$ cat src/rtl/vn3_pkg.sv
// ============================================================================
// vn3_pkg: shared types and constants of the 3-D vector normalizer
// Holds the coordinate widths, the default output precision and the side-band
// record that travels with every point down the pipeline.
// ============================================================================
package vn3_pkg;

    localparam int COORD_W            = 32;
    localparam int UNIT_W             = 32;
    localparam int SUM_W              = 64;
    localparam int OUT_FRAC_BITS_DEF  = 30;

    // Side-band data that follows a point through every stage.
    typedef struct packed {
        logic [2:0] neg;
        logic       zero;
        logic       last;
    } meta_t;

endpackage

$ cat src/rtl/vn3_cell.sv
// ============================================================================
// vn3_cell: one result bit of the normalizer
// Tries to set bit K of each component's quotient and keeps it when the
// residual stays non-negative, then hands everything to the next cell.
// ============================================================================
module vn3_cell #(
    parameter int F  = vn3_pkg::OUT_FRAC_BITS_DEF,
    parameter int WW = 2 * F + 72,
    parameter int K  = 0
) (
    input  logic                      clk,
    input  logic                      rst_n,
    input  logic                      in_valid,
    output logic                      in_ready,
    input  logic [vn3_pkg::SUM_W-1:0] sum_in,
    input  logic signed [WW-1:0]      rem_in [3],
    input  logic signed [WW-1:0]      ts_in [3],
    input  logic [F:0]                q_in [3],
    input  vn3_pkg::meta_t            meta_in,
    output logic                      out_valid,
    input  logic                      out_ready,
    output logic [vn3_pkg::SUM_W-1:0] sum_out,
    output logic signed [WW-1:0]      rem_out [3],
    output logic signed [WW-1:0]      ts_out [3],
    output logic [F:0]                q_out [3],
    output vn3_pkg::meta_t            meta_out
);
    import vn3_pkg::*;

    logic                 valid_reg;
    logic [SUM_W-1:0]     sum_reg;
    logic signed [WW-1:0] rem_reg [3];
    logic signed [WW-1:0] ts_reg [3];
    logic [F:0]           q_reg [3];
    meta_t                meta_reg;
    logic signed [WW-1:0] sum_ext;
    logic signed [WW-1:0] trial [3];
    logic signed [WW-1:0] rem_next [3];
    logic signed [WW-1:0] ts_next [3];
    logic [F:0]           q_next [3];

    assign in_ready = !valid_reg || out_ready;
    assign sum_ext  = $signed({{(WW-SUM_W){1'b0}}, sum_in});

    // Raising q by 2^K grows t = 2q-1 by 2^(K+1), so t^2*S grows by
    // 2^(K+2)*t*S + 4^(K+1)*S.
    always_comb begin
        for (int i = 0; i < 3; i++) begin
            trial[i] = rem_in[i] - (ts_in[i] <<< (K + 2)) - (sum_ext <<< (2 * K + 2));
            if (!trial[i][WW-1]) begin
                rem_next[i] = trial[i];
                ts_next[i]  = ts_in[i] + (sum_ext <<< (K + 1));
                q_next[i]   = q_in[i] | ((F + 1)'(1) << K);
            end
            else begin
                rem_next[i] = rem_in[i];
                ts_next[i]  = ts_in[i];
                q_next[i]   = q_in[i];
            end
        end
    end

    always_ff @(posedge clk or negedge rst_n) begin
        if (!rst_n) begin
            valid_reg <= 1'b0;
        end
        else if (in_ready) begin
            valid_reg <= in_valid;
        end
    end

    always_ff @(posedge clk) begin
        if (in_ready && in_valid) begin
            sum_reg  <= sum_in;
            rem_reg  <= rem_next;
            ts_reg   <= ts_next;
            q_reg    <= q_next;
            meta_reg <= meta_in;
        end
    end

    assign out_valid = valid_reg;
    assign sum_out   = sum_reg;
    assign rem_out   = rem_reg;
    assign ts_out    = ts_reg;
    assign q_out     = q_reg;
    assign meta_out  = meta_reg;
endmodule

$ cat config.mk
export PLATFORM = sky130hd
export DESIGN_NAME = vn3_cell
export DESIGN_NICKNAME = d
export VERILOG_FILES = /design/src/rtl/vn3_pkg.sv /design/src/rtl/vn3_cell.sv
export SDC_FILE = /design/constraint.sdc
export NUM_CORES = 2
export LEC_CHECK = 0
export BUFFER_PORTS_ARGS = -buffer_cell sky130_fd_sc_hd__buf_2
export CAP_MARGIN = 20
export CELL_PAD_IN_SITES_DETAIL_PLACEMENT = 1
export CELL_PAD_IN_SITES_GLOBAL_PLACEMENT = 2
export CORE_AREA = 2 2 752 754
export CTS_CLUSTER_DIAMETER = 30
export DETAILED_ROUTE_END_ITERATION = 7
export DIE_AREA = 0 0 754 756
export GPL_ROUTABILITY_DRIVEN = 0
export PLACE_DENSITY_LB_ADDON = 0.1
export SLEW_MARGIN = 20
export SYNTH_ARGS = -nofsm -noshare
export SYNTH_HDL_FRONTEND = slang
export SYNTH_SLANG_ARGS = --single-unit
$ cat constraint.sdc
create_clock -name clk -period 31.9 [get_ports clk]
set_clock_uncertainty 0.1 [all_clocks]
set_input_delay 7.975 -clock clk [delete_from_list [all_inputs] [get_ports clk]]
set_output_delay 7.975 -clock clk [all_outputs]
set_load 0.01 [all_outputs]
==> impl_metrics.json <==
{
  "post_dp_cell_area_um2": 103800,
  "startpoint_type": "primary input",
  "clk_pin_slew_ps": 40,
  "htree_levels": 5,
  "cts_tree": "built",
  "synth_ff_type": "edfxtp_1",
  "rr_endpoint": "ts_out[278]",
  "setup-violations-final": 0,
  "hold_path.class": "flop to flop",
  "synth_edf_count": 954,
  "ys_seq_area_frac": 0.3343,
  "worstPathArrival_ps": 8390,
  "core_area_um2": 562500,
  "vias_per_cell": 4.357,
  "grt_max_degree": 190,
  "clockRootBuffer": "clkbuf_16",
  "hold_ws_ps": 460.4,
  "routed-via-count": 86570,
  "area_growth_pct": 36.61,
  "max_freq_ghz": 0.06072,
  "final_cell_mix": "buf_2, nand2_1, inv_1",
  "hp-start": "out_valid",
  "tns_ps": 0,
  "hold_path_end": "out_valid",
  "rsz0062_at_grt": "no",
  "drt_iter0_markers": 5140,
  "die_x_um": 754,
  "start_util": 0.1524,
  "ctsResizeCount": 0,
  "whs_path_depth": 2,
  "peakVddDrop_v": 0.00006455,
  "async_reset_ff_frac": 0.001047,
  "drt-wirelength-per-cell_um": 31.76,
  "clock_path_buffers": 4,
  "clock-sinks": 955,
  "io_buffers": 1913,
  "r2r_start": "out_valid",
  "grt_pass1_vias": 91880,
  "rr_worst_depth": 6,
  "track_usage": 0.2127,
  "syn_area_um2": 85760,
  "nets": 13880,
  "ioPinCount": 1914,
  "maxSlewHeadroom": 0.1912,
  "yosys_warnings": 0,
  "final_common_cell": "buf_2",
  "cp.required_ps": 23830,
  "antenna_found_initial": 296,
  "total_power_uw": 8317,
  "syn_area_per_cell_um2": 8.573,
  "p_leak_uw": 0.04960,
  "drive_gt1_frac": 0.2166,
  "firstDrtPassIters": 5,
  "worstSetupPathType": "primary input to output pin",
  "drt-total-wl_mm": 631.0,
  "post_cts_buffers": 0,
  "place_hpwl_mm": 550.4,
  "crit_path_end_kind": "output pin",
  "chipHeight_um": 756,
  "cap_violations": 0,
  "cts_hold_buf": 0,
  "synthCells": 10000,
  "period_share": 0.5163,
  "final_cell_area_um2": 117200,
  "worstMarginPinSlew_ps": 1183,
  "final_util": 0.2083,
  "ys_seq_elements": 955,
  "rows": 276,
  "status": "finished clean",
  "clock_latency_ps": 990,
  "ant_nets": 0,
  "ff2ff_setup_slack_ps": 27340,
  "min_period_ps": 16470,
  "grt_pass1_wl_mm": 832.4,
  "grt-ovfl-total": 0,
  "cts_buffers": 394,
  "drcViolationCount": 0,
  "final_hold_viol_count": 0,
  "cellPowerDensity_nw_per_um2": 70.99,
  "syn-num-nets": 11940,
  "slew_violations": 0,
  "dieArea_um2": 570000,
  "synth_cell_types": 96,
  "critPathMaxFanout": 3
}
[sequential cells by signal, summed over array words and instances (netlist names)]
name and flops:
meta_out 5, out_valid 1, q_out 93, rem_out 396, sum_out 64, ts_out 396
[per-layer routing]
metal / part of all wire / GRT usage
met2: 0.46 / 0.3465
met4: 0.039 / 0.07448
met1: 0.44 / 0.2722
met3: 0.063 / 0.05313
met5: 0.00066 / 0
[synth_stat cells (14+ instances only)]
cell type | n | share of area
ha_1 | 780 | 0.11
and3_1 | 74 | 0.0054
and2_1 | 43 | 0.0031
o31ai_1 | 60 | 0.0053
a221oi_1 | 24 | 0.0025
nand2_1 | 1242 | 0.054
nor2_1 | 504 | 0.022
inv_1 | 1055 | 0.046
or2_2 | 30 | 0.0022
o21a_1 | 70 | 0.0061
nand4_1 | 328 | 0.024
edfxtp_1 | 954 | 0.33
a41oi_1 | 15 | 0.0015
o21bai_1 | 179 | 0.016
nand3_1 | 183 | 0.011
clkbuf_1 | 402 | 0.018
nand2b_1 | 58 | 0.0042
and4_1 | 19 | 0.0019
a31oi_1 | 71 | 0.0052
or3_1 | 39 | 0.0028
nor2b_1 | 49 | 0.0036
mux2_2 | 17 | 0.0022
a21oi_1 | 863 | 0.050
o221ai_1 | 22 | 0.0022
xor2_1 | 303 | 0.031
a211oi_1 | 40 | 0.0035
o31a_1 | 14 | 0.0014
xnor2_1 | 447 | 0.046
buf_2 | 51 | 0.0030
a21o_1 | 334 | 0.029
a21boi_0 | 39 | 0.0034
o21ai_0 | 984 | 0.057
o211ai_1 | 35 | 0.0031
nor3_1 | 192 | 0.011
fa_1 | 195 | 0.046
nor4_1 | 52 | 0.0038
[stage by stage]
step                      std cells  setup WS [ps]
after floorplan               10000          629.4
after global placement        19050          15430
after detailed placement      19060          15430
after CTS                     19760          15430
after global routing          19810          15410
final                         19870          15430
[layout make-up]
class | count | area, um^2
Fill cell | 65980 | 445400
Clock buffer | 501 | 10370
Tap cell | 7506 | 9392
Sequential cell | 955 | 28670
Clock inverter | 206 | 2681
Multi-Input combinational cell | 7524 | 51380
Timing Repair Buffer | 2016 | 10430
Antenna cell | 107 | 267.8
Inverter | 1055 | 3960
[cell families (layout without fill, tap and decap cells)]
kind of cell / count (synthesis) / after routing / synth area share
fa+ha+maj: 975 / 975 / 0.1593
simple gates: 2873 / 2873 / 0.1554
other cells: 0 / 107 / 0
buf+inv: 1524 / 3778 / 0.06778
flops: 955 / 955 / 0.3343
compound gates: 2903 / 2903 / 0.2033
mux: 21 / 21 / 0.002699
xor+xnor: 752 / 752 / 0.07711
[where the power goes]
group / total (uW) / internal [uW] / switching, uW
sequential: 1740 / 1660 / 84.4
combinational: 2810 / 846 / 1960
clock: 3770 / 2650 / 1120
[worst max path at each step]
stage                             end  startpoint  slack (ps)
after global routing         in_ready   out_ready       15410
final                        in_ready   out_ready       15430
after global placement       in_ready   out_ready       15430
after floorplan           meta_out[0]   out_ready         630
after CTS                    in_ready   out_ready       15430
after detailed placement     in_ready   out_ready       15430
[critical path: stages]
cell and delay (ps):
buf_2 100, nand2b_1 170, buf_2 160
Note: power is estimated with default switching activity, not from simulation.
